`config.mk`:
```
export PLATFORM = sky130hd
export DESIGN_NAME = pid_controller_antiwindup
export DESIGN_NICKNAME = d
export VERILOG_FILES = /design/src/hdl/pidaw_pkg.sv /design/src/hdl/pidaw_mul.sv /design/src/hdl/pidaw_div.sv /design/src/hdl/pid_controller_antiwindup.sv
export SDC_FILE = /design/constraint.sdc
export NUM_CORES = 2
export LEC_CHECK = 0
export BUFFER_PORTS_ARGS = -buffer_cell sky130_fd_sc_hd__buf_4
export CORE_ASPECT_RATIO = 1.5
export CORE_MARGIN = 1
export CORE_UTILIZATION = 54
export DETAILED_ROUTE_END_ITERATION = 10
export PLACE_DENSITY = 0.7
export SLEW_MARGIN = 20
export SYNTH_ARGS = -nofsm -noshare
export SYNTH_HDL_FRONTEND = slang
export SYNTH_SLANG_ARGS = --single-unit
```
`constraint.sdc`:
```
create_clock -name clk -period 12.7 [get_ports clk]
set_input_delay 2.54 -clock clk [delete_from_list [all_inputs] [get_ports clk]]
set_output_delay 2.54 -clock clk [all_outputs]
set_load 0.01 [all_outputs]
```
`src/hdl/pidaw_pkg.sv`:
```
// shared widths, register indexes and sequencer states of the pid controller
package pidaw_pkg;

  // field widths, q16.16 format
  localparam int unsigned DATA_W    = 32;
  localparam int unsigned STEP_W    = 31;
  localparam int unsigned FRAC_W    = 16;

  // shared multiplier: 33 bit signed operands cover a negated rate of -2^31
  localparam int unsigned MUL_W     = DATA_W + 1;
  localparam int unsigned PROD_W    = 2 * MUL_W;
  localparam int unsigned SUM_W     = PROD_W - FRAC_W;

  // rate divider: |delta| (33 bit) shifted up by the fraction bits
  localparam int unsigned DIV_W     = DATA_W + 1 + FRAC_W;
  localparam int unsigned DIV_CNT_W = $clog2(DIV_W + 1);
  localparam int unsigned REM_W     = STEP_W;

  // configuration port
  localparam int unsigned CFG_IDX_W = 3;

  localparam logic [CFG_IDX_W-1:0] REG_KP    = 3'd0;
  localparam logic [CFG_IDX_W-1:0] REG_KI    = 3'd1;
  localparam logic [CFG_IDX_W-1:0] REG_KD    = 3'd2;
  localparam logic [CFG_IDX_W-1:0] REG_LOWER = 3'd3;
  localparam logic [CFG_IDX_W-1:0] REG_UPPER = 3'd4;
  localparam logic [CFG_IDX_W-1:0] REG_ACCUM = 3'd5;

  // op codes of an input word
  localparam logic OP_UPDATE = 1'b0;
  localparam logic OP_CLEAR  = 1'b1;

  // rate saturation bounds as multiplier operands
  localparam logic signed [MUL_W-1:0] RATE_POS_MAX = 33'sh0_7FFF_FFFF;
  localparam logic signed [MUL_W-1:0] RATE_NEG_MAG = 33'sh0_8000_0000;

  // sequencer states
  typedef enum logic [3:0] {
    S_IDLE,
    S_PREP,
    S_MUL_P,
    S_MUL_I,
    S_INTEG,
    S_MUL_KI,
    S_ADD_I,
    S_DIV_WAIT,
    S_RATE,
    S_MUL_D,
    S_ADD_D,
    S_CLAMP,
    S_WRITE
  } pid_state_t;

endpackage

```
`src/hdl/pidaw_mul.sv`:
```
// shared signed multiplier with a registered product
module pidaw_mul
  import pidaw_pkg::*;
(
  input  logic                     clk,
  input  logic signed [MUL_W-1:0]  a,
  input  logic signed [MUL_W-1:0]  b,
  output logic signed [PROD_W-1:0] prod
);

  // one product per cycle, ready the cycle after the operands
  always_ff @(posedge clk) begin
    prod <= a * b;
  end

endmodule

```
`src/hdl/pidaw_div.sv`:
```
// bit-serial restoring divider for the measurement rate
module pidaw_div
  import pidaw_pkg::*;
(
  input  logic              clk,
  input  logic              rst,
  input  logic              start,
  input  logic [DIV_W-1:0]  dividend,
  input  logic [STEP_W-1:0] divisor,
  output logic              busy,
  output logic [DIV_W-1:0]  quotient
);

  logic [REM_W-1:0]     rem;
  logic [STEP_W-1:0]    dvs;
  logic [DIV_CNT_W-1:0] count;
  logic [REM_W:0]       shifted;
  logic [REM_W+1:0]     trial;

  // partial remainder shifted by one dividend bit, then trial subtract
  assign shifted = {rem, quotient[DIV_W-1]};
  assign trial   = {1'b0, shifted} - {2'b00, dvs};

  // iteration control
  always_ff @(posedge clk) begin
    if (rst) begin
      busy  <= 1'b0;
      count <= '0;
    end else if (start) begin
      busy  <= 1'b1;
      count <= DIV_CNT_W'(DIV_W);
    end else if (busy) begin
      if (count == DIV_CNT_W'(1)) begin
        busy <= 1'b0;
      end
      count <= count - DIV_CNT_W'(1);
    end
  end

  // one quotient bit per cycle, dividend bits shift out as quotient bits shift in
  always_ff @(posedge clk) begin
    if (start) begin
      rem      <= '0;
      quotient <= dividend;
      dvs      <= divisor;
    end else if (busy) begin
      if (!trial[REM_W+1]) begin
        rem      <= trial[REM_W-1:0];
        quotient <= {quotient[DIV_W-2:0], 1'b1};
      end else begin
        rem      <= shifted[REM_W-1:0];
        quotient <= {quotient[DIV_W-2:0], 1'b0};
      end
    end
  end

endmodule

```
`src/hdl/pid_controller_antiwindup.sv`:
```
// pid controller top level: config registers, sequencer, datapath and result register
//
//   channel   handshake                 payload
//   item      item_valid / item_stall   op, target, sample, time_step
//   result    result_valid / result_stall  drive, limited, zero_step
//   config    cfg_write                 cfg_index, cfg_data
//
// an update word with a rate term waits on the bit-serial rate divider, which runs beside
// the four passes through the shared multiplier; an update word without it (zero step,
// or first after clear or reset) skips the divider; a clear word writes a zero result.
// item_stall is high from acceptance until the result sits in the output register.
// a waiting result does not block the next word; the sequencer holds in its last
// state only while an older result is still stalled.
// rst is synchronous and restores registers and controller history.
module pid_controller_antiwindup
  import pidaw_pkg::*;
(
  input  logic                     clk,
  input  logic                     rst,
  // config port
  input  logic                     cfg_write,
  input  logic [CFG_IDX_W-1:0]     cfg_index,
  input  logic [DATA_W-1:0]        cfg_data,
  // input words
  input  logic                     item_valid,
  output logic                     item_stall,
  input  logic                     op,
  input  logic signed [DATA_W-1:0] target,
  input  logic signed [DATA_W-1:0] sample,
  input  logic [STEP_W-1:0]        time_step,
  // result words
  output logic                     result_valid,
  input  logic                     result_stall,
  output logic signed [DATA_W-1:0] drive,
  output logic                     limited,
  output logic                     zero_step
);

  // config registers
  logic signed [DATA_W-1:0] kp;
  logic signed [DATA_W-1:0] ki;
  logic signed [DATA_W-1:0] kd;
  logic signed [DATA_W-1:0] lower_limit;
  logic signed [DATA_W-1:0] upper_limit;
  logic [STEP_W-1:0]        acc_limit;

  // controller history
  logic signed [DATA_W-1:0] error_integral;
  logic signed [DATA_W-1:0] last_sample;
  logic                     primed;

  // working registers of the current word
  pid_state_t               state;
  pid_state_t               state_next;
  logic signed [DATA_W-1:0] tgt;
  logic signed [DATA_W-1:0] smp;
  logic [STEP_W-1:0]        dt;
  logic signed [DATA_W-1:0] err;
  logic                     use_deriv;
  logic                     delta_neg;
  logic                     zstep;
  logic signed [MUL_W-1:0]  rate_term;
  logic signed [SUM_W-1:0]  sum;
  logic signed [DATA_W-1:0] res_drive;
  logic                     res_limited;

  // shared units
  logic signed [MUL_W-1:0]  mul_a;
  logic signed [MUL_W-1:0]  mul_b;
  logic signed [PROD_W-1:0] prod;
  logic signed [SUM_W-1:0]  prod_q;
  logic                     div_start;
  logic                     div_busy;
  logic [DIV_W-1:0]         div_quot;
  logic [DIV_W-1:0]         div_dividend;

  // combinational datapath pieces
  logic                     item_take;
  logic                     out_free;
  logic signed [DATA_W:0]   err_wide;
  logic signed [DATA_W-1:0] err_sat;
  logic signed [DATA_W:0]   delta;
  logic [DATA_W:0]          delta_mag;
  logic signed [DATA_W:0]   lim_pos;
  logic signed [DATA_W:0]   lim_neg;
  logic signed [DATA_W:0]   integ_old;
  logic signed [DATA_W-1:0] integ_old_clamped;
  logic signed [SUM_W-1:0]  lim_pos_w;
  logic signed [SUM_W-1:0]  lim_neg_w;
  logic signed [SUM_W-1:0]  integ_sum;
  logic signed [DATA_W-1:0] integ_new;
  logic signed [SUM_W-1:0]  lower_w;
  logic signed [SUM_W-1:0]  upper_w;
  logic                     quot_big_pos;
  logic                     quot_big_neg;

  assign item_take  = item_valid && !item_stall;
  assign out_free   = !result_valid || !result_stall;
  assign item_stall = (state != S_IDLE);

  // floor of a q16.16 product is its upper bits
  assign prod_q = prod[PROD_W-1:FRAC_W];

  // saturated error
  assign err_wide = {tgt[DATA_W-1], tgt} - {smp[DATA_W-1], smp};
  always_comb begin
    if (err_wide[DATA_W] != err_wide[DATA_W-1]) begin
      err_sat = err_wide[DATA_W] ? {1'b1, {(DATA_W-1){1'b0}}} : {1'b0, {(DATA_W-1){1'b1}}};
    end else begin
      err_sat = err_wide[DATA_W-1:0];
    end
  end

  // measurement change as a magnitude for the divider
  assign delta        = {smp[DATA_W-1], smp} - {last_sample[DATA_W-1], last_sample};
  assign delta_mag    = delta[DATA_W] ? -delta : delta;
  assign div_dividend = {delta_mag, {FRAC_W{1'b0}}};

  // old integral re-clamped to the current limit
  assign lim_pos   = {2'b00, acc_limit};
  assign lim_neg   = -lim_pos;
  assign integ_old = {error_integral[DATA_W-1], error_integral};
  always_comb begin
    if (integ_old < lim_neg) begin
      integ_old_clamped = lim_neg[DATA_W-1:0];
    end else if (integ_old > lim_pos) begin
      integ_old_clamped = lim_pos[DATA_W-1:0];
    end else begin
      integ_old_clamped = error_integral;
    end
  end

  // integral plus error times step, clamped again
  assign lim_pos_w = SUM_W'(lim_pos);
  assign lim_neg_w = -lim_pos_w;
  assign integ_sum = SUM_W'(error_integral) + prod_q;
  always_comb begin
    if (integ_sum < lim_neg_w) begin
      integ_new = lim_neg_w[DATA_W-1:0];
    end else if (integ_sum > lim_pos_w) begin
      integ_new = lim_pos_w[DATA_W-1:0];
    end else begin
      integ_new = integ_sum[DATA_W-1:0];
    end
  end

  // quotient beyond the signed 32 bit range on either side
  assign quot_big_pos = |div_quot[DIV_W-1:DATA_W-1];
  assign quot_big_neg = (|div_quot[DIV_W-1:DATA_W]) ||
                        (div_quot[DATA_W-1] && (|div_quot[DATA_W-2:0]));

  // drive limits at sum width
  assign lower_w = SUM_W'(lower_limit);
  assign upper_w = SUM_W'(upper_limit);

  // shared units
  pidaw_mul u_mul (
    .clk  (clk),
    .a    (mul_a),
    .b    (mul_b),
    .prod (prod)
  );

  pidaw_div u_div (
    .clk      (clk),
    .rst      (rst),
    .start    (div_start),
    .dividend (div_dividend),
    .divisor  (dt),
    .busy     (div_busy),
    .quotient (div_quot)
  );

  // config register writes
  always_ff @(posedge clk) begin
    if (rst) begin
      kp          <= '0;
      ki          <= '0;
      kd          <= '0;
      lower_limit <= {1'b1, {(DATA_W-1){1'b0}}};
      upper_limit <= {1'b0, {(DATA_W-1){1'b1}}};
      acc_limit   <= '1;
    end else if (cfg_write) begin
      unique case (cfg_index)
        REG_KP:    kp          <= cfg_data;
        REG_KI:    ki          <= cfg_data;
        REG_KD:    kd          <= cfg_data;
        REG_LOWER: lower_limit <= cfg_data;
        REG_UPPER: upper_limit <= cfg_data;
        REG_ACCUM: acc_limit   <= cfg_data[STEP_W-1:0];
        default:   ;
      endcase
    end
  end

  // state register
  always_ff @(posedge clk) begin
    if (rst) begin
      state <= S_IDLE;
    end else begin
      state <= state_next;
    end
  end

  // next state, multiplier operands and divider start
  always_comb begin
    state_next = state;
    mul_a      = '0;
    mul_b      = '0;
    div_start  = 1'b0;
    unique case (state)
      S_IDLE: begin
        if (item_take) begin
          state_next = (op == OP_CLEAR) ? S_WRITE : S_PREP;
        end
      end
      S_PREP: begin
        div_start  = (dt != '0) && primed;
        state_next = S_MUL_P;
      end
      S_MUL_P: begin
        mul_a      = MUL_W'(kp);
        mul_b      = MUL_W'(err);
        state_next = S_MUL_I;
      end
      S_MUL_I: begin
        mul_a      = MUL_W'(err);
        mul_b      = {2'b00, dt};
        state_next = S_INTEG;
      end
      S_INTEG: begin
        state_next = S_MUL_KI;
      end
      S_MUL_KI: begin
        mul_a      = MUL_W'(ki);
        mul_b      = MUL_W'(error_integral);
        state_next = S_ADD_I;
      end
      S_ADD_I: begin
        state_next = S_DIV_WAIT;
      end
      S_DIV_WAIT: begin
        if (!use_deriv) begin
          state_next = S_CLAMP;
        end else if (!div_busy) begin
          state_next = S_RATE;
        end
      end
      S_RATE: begin
        state_next = S_MUL_D;
      end
      S_MUL_D: begin
        mul_a      = MUL_W'(kd);
        mul_b      = rate_term;
        state_next = S_ADD_D;
      end
      S_ADD_D: begin
        state_next = S_CLAMP;
      end
      S_CLAMP: begin
        state_next = S_WRITE;
      end
      S_WRITE: begin
        if (out_free) begin
          state_next = S_IDLE;
        end
      end
      default: state_next = S_IDLE;
    endcase
  end

  // controller history
  always_ff @(posedge clk) begin
    if (rst) begin
      error_integral <= '0;
      last_sample    <= '0;
      primed         <= 1'b0;
    end else begin
      case (state)
        S_IDLE: begin
          if (item_take && (op == OP_CLEAR)) begin
            error_integral <= '0;
            last_sample    <= '0;
            primed         <= 1'b0;
          end
        end
        S_PREP:  error_integral <= integ_old_clamped;
        S_INTEG: error_integral <= integ_new;
        S_CLAMP: begin
          last_sample <= smp;
          primed      <= 1'b1;
        end
        default: ;
      endcase
    end
  end

  // working datapath registers
  always_ff @(posedge clk) begin
    case (state)
      S_IDLE: begin
        if (item_take) begin
          tgt         <= target;
          smp         <= sample;
          dt          <= time_step;
          res_drive   <= '0;
          res_limited <= 1'b0;
          zstep       <= 1'b0;
        end
      end
      S_PREP: begin
        err       <= err_sat;
        use_deriv <= (dt != '0) && primed;
        delta_neg <= delta[DATA_W];
        zstep     <= (dt == '0);
        sum       <= '0;
      end
      S_MUL_I:  sum <= prod_q;
      S_ADD_I:  sum <= sum + prod_q;
      S_RATE: begin
        // truncated quotient, saturated, then negated for the minus kd term
        if (!delta_neg) begin
          rate_term <= quot_big_pos ? -RATE_POS_MAX : -$signed(div_quot[MUL_W-1:0]);
        end else begin
          rate_term <= quot_big_neg ? RATE_NEG_MAG : $signed(div_quot[MUL_W-1:0]);
        end
      end
      S_ADD_D:  sum <= sum + prod_q;
      S_CLAMP: begin
        if (sum < lower_w) begin
          res_drive   <= lower_limit;
          res_limited <= 1'b1;
        end else if (sum > upper_w) begin
          res_drive   <= upper_limit;
          res_limited <= 1'b1;
        end else begin
          res_drive   <= sum[DATA_W-1:0];
          res_limited <= 1'b0;
        end
      end
      default: ;
    endcase
  end

  // output word register
  always_ff @(posedge clk) begin
    if (rst) begin
      result_valid <= 1'b0;
    end else if ((state == S_WRITE) && out_free) begin
      result_valid <= 1'b1;
    end else if (result_valid && !result_stall) begin
      result_valid <= 1'b0;
    end
  end

  always_ff @(posedge clk) begin
    if ((state == S_WRITE) && out_free) begin
      drive     <= res_drive;
      limited   <= res_limited;
      zero_step <= zstep;
    end
  end

`ifndef SYNTH
  a_clear_zero: assert property (@(posedge clk) disable iff (rst)
    (item_take && (op == OP_CLEAR)) |=>
      (res_drive == '0 && !res_limited && !zstep && state == S_WRITE))
    else $error("clear word did not stage a zero result");

  a_integ_bound: assert property (@(posedge clk) disable iff (rst)
    (state == S_INTEG) |=>
      ($signed({error_integral[DATA_W-1], error_integral}) <= lim_pos &&
       $signed({error_integral[DATA_W-1], error_integral}) >= lim_neg))
    else $error("integral left its limit after update");

  a_div_idle: assert property (@(posedge clk) disable iff (rst)
    (state == S_IDLE) |-> !div_busy)
    else $error("divider still busy while sequencer idle");
`endif

endmodule

```
# --- Yosys cells after proc, flatten, opt, wreduce, memory -nomap -nowiden ---
# Cells that the tools add are included.
op_classes:
  mux: 45
  n_reduce_logical: 39
  n_addsub: 10
  n_mul: 1
  n_lt_le_gt_ge: 6
  eq_ne: 24
op_table:
  columns: ["operator", "count"]
  rows:
  - ["$mux W32", 10]
  - ["$pmux W33 S4", 2]
  - ["$pmux W50 S3", 1]
  - ["$mux W33", 4]
  - ["$pmux W32 S2", 2]
  - ["$gt A50 B32 Y1", 2]
  - ["$mux W49", 2]
  - ["$pmux W32 S3", 1]
  - ["$mul A33 B33 Y66", 1]
  - ["$neg A33 Y33", 2]
  - ["$sub A32 B32 Y33", 2]
  - ["$pmux W4 S13", 1]
  - ["$add A32 B50 Y50", 1]
  - ["$add A50 B50 Y50", 1]
  - ["$lt A50 B32 Y1", 1]
  - ["$lt A50 B50 Y1", 1]
  - ["$neg A31 Y50", 1]
  - ["$lt A32 B33 Y1", 1]
  - ["$neg A31 Y33", 1]
  - ["$sub A32 B31 Y33", 1]
  - ["$gt A32 B32 Y1", 1]
  - ["$logic_not A31 Y1", 1]
  - ["$mux W31", 1]
  - ["$reduce_bool A31 Y1", 1]
  - ["other kinds (30)", 83]
word_totals:
  output_inout_bits: 36
  word_cells: 158
  inputBits: 136
  regBits: 725

# --- Longest topological paths before layout ---
logic_depth:
  word_depth: 6
  depth_mapped: 40
  depth_no_buf: 34

# --- By module ---
# From an unflattened synthesis, not the netlist that was laid out.
hier_totals:
  hier_cells: 9526
  hier_area_um2: 85864.9
by_module_without_submodules:
  columns: ["module", "seq_area_each_um2", "instances", "area_each_um2", "cells_each"]
  rows:
  - ["pidaw_mul", 1321.3, 1, 40197.3, 4277]
  - ["pid_controller_antiwindup", 13633.1, 1, 38981.1, 4612]
  - ["pidaw_div", 3163.0, 1, 6686.4, 637]

# --- Worst setup path after synthesis ---
# OpenSTA, ideal clock, no wires.
synth_path:
  path_type: "reg2reg"
  startpoint: "register state[2]"
  endpoint: "register u_mul.prod[61]"
  path_buffers: 6
  slack_ps: 2656
  required_ps: 12573
  arrival_time_ps: 9917
  path_stages_with_launch: 38
  synth_period_minus_slack_ps: 10044
  setup_time_ps: 127
  path_cell_list: "dfxtp_1 -> clkbuf_1 -> clkbuf_1 -> nand2_1 -> nor2_1 -> clkbuf_1 -> buf_1 -> clkbuf_1 -> a22oi_1 -> nand2_1 -> clkbuf_1 -> nand2_1 -> fa_1 -> inv_1 -> fa_1 -> inv_1 -> fa_1 -> inv_1 -> (+2 left out) -> fa_1 -> fa_1 -> inv_1 -> fa_1 -> inv_1 -> ha_1 -> a21o_1 -> a21oi_1 -> o211ai_1 -> or2_2 -> o311ai_0 -> o221ai_1 -> a41oi_1 -> a311oi_1 -> or3_1 -> a21oi_1 -> o21ai_0 -> xor2_1"
synth_via:
  elab_chain_len: 3
  word_cells_on_any_way: 7
  classes_between: "mul: 1; eq/ne: 4; mux: 2"
synth_rtl:
  columns: ["element", "line_no", "source"]
  rows:
  - ["from (decl)", "pid_controller_antiwindup.sv:53", "pid_state_t state;"]
  - ["from (signal assigned)", "pid_controller_antiwindup.sv:201", "state <= state_next;"]
  - ["$eq A4 B4 Y1 (tied with other cells)", "pid_controller_antiwindup.sv:211", "unique case (state)"]
  - ["$pmux W33 S4", "pid_controller_antiwindup.sv:211", null]
  - ["$mul A33 B33 Y66 *", "pidaw_mul.sv:13", "prod <= a * b;"]
  - ["to (signal assigned)", "pidaw_mul.sv:13", null]
  - ["to (decl)", "pidaw_mul.sv:8", "output logic signed [PROD_W-1:0] prod"]
# Mark *: on every way between the ends. The rest lies on a longest branch, timed or not.
# A chain may end at the register's enable or synchronous reset.

# --- Worst setup path after layout ---
layout_path:
  startpoint: "register state[1]"
  endpoint: "register u_mul.prod[61]"
# The elaborated chain is that of the path after synthesis.

==> metrics <==
Pint around 0.0062 W; synthesis-to-finish area growth 7.509%; syn nets 11240; Post-Syn Area 82530 um^2; Root Driver clkbuf_16; most common cell after layout, fill and taps aside inv_1; HP Class reg2reg; CP startpoint state[1]$_SDFFE_PP0P_; Die X ~320 um; crit path time final 11740 ps; Die H approximately 480 um; num rows ~180; die area roughly 150000 um^2; share of the cycle needed by the critical path after routing 92.47%; core area 151700 um^2; Largest stage delay, worst path approximately 870 ps; vias per inst between 6 and 7; synthesized area per cell about 8.8 um^2; RR Startpoint state[1]$_SDFFE_PP0P_; fill count ~13000; CTS H-Tree Depth 3; Worst EP required roughly 13000 ps; total track usage between 40% and 50%; final cell utilization of the core between 50 and 60%; Syn Inst Count 9328; post-synthesis sequential area ratio between 20% and 30%; wirelength, routed approximately 330000 um; Fmax approximately 0.085 GHz; global-route wire length before repair 472900 um; Multi-input gate area around 58000 um^2; via count between 70000 and 80000; total grt overflow 0; DRC errors left 0; Synth Flop Type dfxtp_1; Synth cell types 101; Final GP Congestion 1.031; Initial Utilization ~54%; Startpoint Class flip-flop; synthesized flop and latch total 709; vias in the first global route 72790; worst path arrival time around 12000 ps; leading cell types in the layout, fill and taps excluded inv_1, nand2_1, fa_1, nor2_1, ha_1; Routed Antenna Nets 0; clock sink count slightly above 700; Iter 0 DRT Violations around 7100; WS Path Type reg2reg; Final Hold Viols 0; status finished, final reports clean; Fin Setup TNS 0 ps; RSZ-0062 raised after global routing false; Worst Reg-to-Reg Cells 34; Max Cap Viol 0; Pins Over Slew Limit 0; Post-CTS Hold Buffers 0; ratio of cells with drive above 1 in the final layout 6.088%; setup bufs post-CTS 0; CP max FO 60; Top Ports between 150 and 200; hold_ws a little over 400 ps; skew final 58.00 ps; dpl cells around 11000; Worst Tran Pin Value between 1000 and 1500 ps; CP most frequent cell fa_1; Comb pwr share between 50 and 60%; Peak VDD IR ~0.15 mV; Clk pin slew, worst setup/hold paths 60 ps; largest net degree at the start of global routing slightly above 90; non-filler instance count after layout approximately 11000; Clock Latency Late Sink about 760 ps; Max stage delay cell, worst path dfxtp_1; final setup fails 0; cts bufs inserted 77; WL/cell between 20 and 30 um; clock group share of total power between 10% and 20%; Net Sw Frac 48.90%; TritonRoute pass-1 iters 7; P_sw approximately 0.006 W; dpl hpwl 255600 um; Slew headroom 17.82%; # nets final ~11000; Post-CTS Resized 0; initial antenna violation count 19; Post-synth EDFFs 344; Yosys warnings 0; Reg area around 18000 um^2; Seq pwr share between 20% and 30%; endpoint class of the critical path flip-flop; Max Root-Sink Buffers 3; Hold Path Depth 0; Leakage ~40 nW; port bufs about 170; CTS tree yes; hold path start res_drive[13]$_SDFFCE_PN0P_; PwrDens between 100 and 150 nW/um^2; async set-or-reset flop fraction in the synthesized netlist 0%
cell usage after synthesis (96+ instances only):
library cell  count  area share (%)
clkbuf_1        413             1.9
nor3_1          101            0.61
edfxtp_1        344              13
o21ai_0         329             2.0
o211ai_1         96            0.87
dfxtp_1         365             8.9
a22oi_1         186             1.7
fa_1           1126              27
nor2_1          760             3.5
a21oi_1         541             3.3
inv_1          1410             6.4
ha_1            652             9.9
nand2_1        1335             6.1
a21o_1          191             1.7
xnor2_1         193             2.0
nand3_1         104            0.63
kinds of logic after synthesis:
family | synth area share (%)
xor gates and xnor gates | 3.046
DFF | 21.37
and+or+nand+nor | 14.72
muxes | 0.3472
adders and majority gates | 37.28
buffers and inverters | 8.613
AOI/OAI and AO/OA | 14.62
flip-flops by register name, indices dropped and copies added, names as in the netlist, 32 cells and up:
signal and cells:
kp 32, rate_term 33, err 32, last_sample 32, drive 32, upper_limit 32
lower_limit 32, ki 32, sum 50, res_drive 32, smp 32, error_integral 32
kd 32, u_mul.prod 50, u_div.quotient 49, tgt 32
path summary, 6_finish.rpt:
kind                            end  slack [ps]
min reg2reg     drive[13]$_DFFE_PP_         410
min             drive[13]$_DFFE_PP_         410
max reg2reg  u_mul.prod[61]$_DFF_P_         960
max          u_mul.prod[61]$_DFF_P_         960
power by group through the flow:
stage / clock network, W / registers (W) / logic [W]
final: 0.00242 / 0.00360 / 0.00621
after detailed placement: 0 / 0.00359 / 0.00597
after floorplan: 0 / 0.00317 / 0.00391
after CTS: 0.00243 / 0.00354 / 0.00600
after global routing: 0.00252 / 0.00358 / 0.00662
after global placement: 0 / 0.00359 / 0.00587
layer usage:
metal	GRT usage, %	routed length, um	vias to the layer above
met3	10.38	29550	1519
met1	45.06	107500	35300
li1	-	-	30710
met5	0	0	-
met4	41.34	38770	0
met2	68.73	149700	4022
critical path, delay by kind of cell (launching register included):
family                   cells  cell delay [ps]
AO/OA/AOI/OAI               10             2710
XOR/XNOR                     1              150
adder cells (fa/ha/maj)      9             4290
buffers and inverters        8             1540
flip-flops                   1              870
AND/OR/NAND/NOR              6             1990
final cells by class:
type                            count  area share [%]
Antenna cell                       23         0.06487
Clock buffer                       93           2.355
Clock inverter                     51          0.6501
Inverter                         1416           5.993
Multi-Input combinational cell   6756           65.37
Sequential cell                   709           19.88
Tap cell                         2035           2.870
Timing Repair Buffer              321           2.813
stage by stage:
step | setup WS (ps) | cell area, um^2 | power (W)
6_report | 956.0 | 88730 | 0.01223
4_1_cts | 1271 | 88620 | 0.01197
3_5_place_dp | 1343 | 85950 | 0.009556
3_3_place_gp | 1603 | 85930 | 0.009458
5_1_grt | 635.9 | 88680 | 0.01272
2_1_floorplan | 2656 | 82530 | 0.007077
Power figures use the tool's default switching activity.
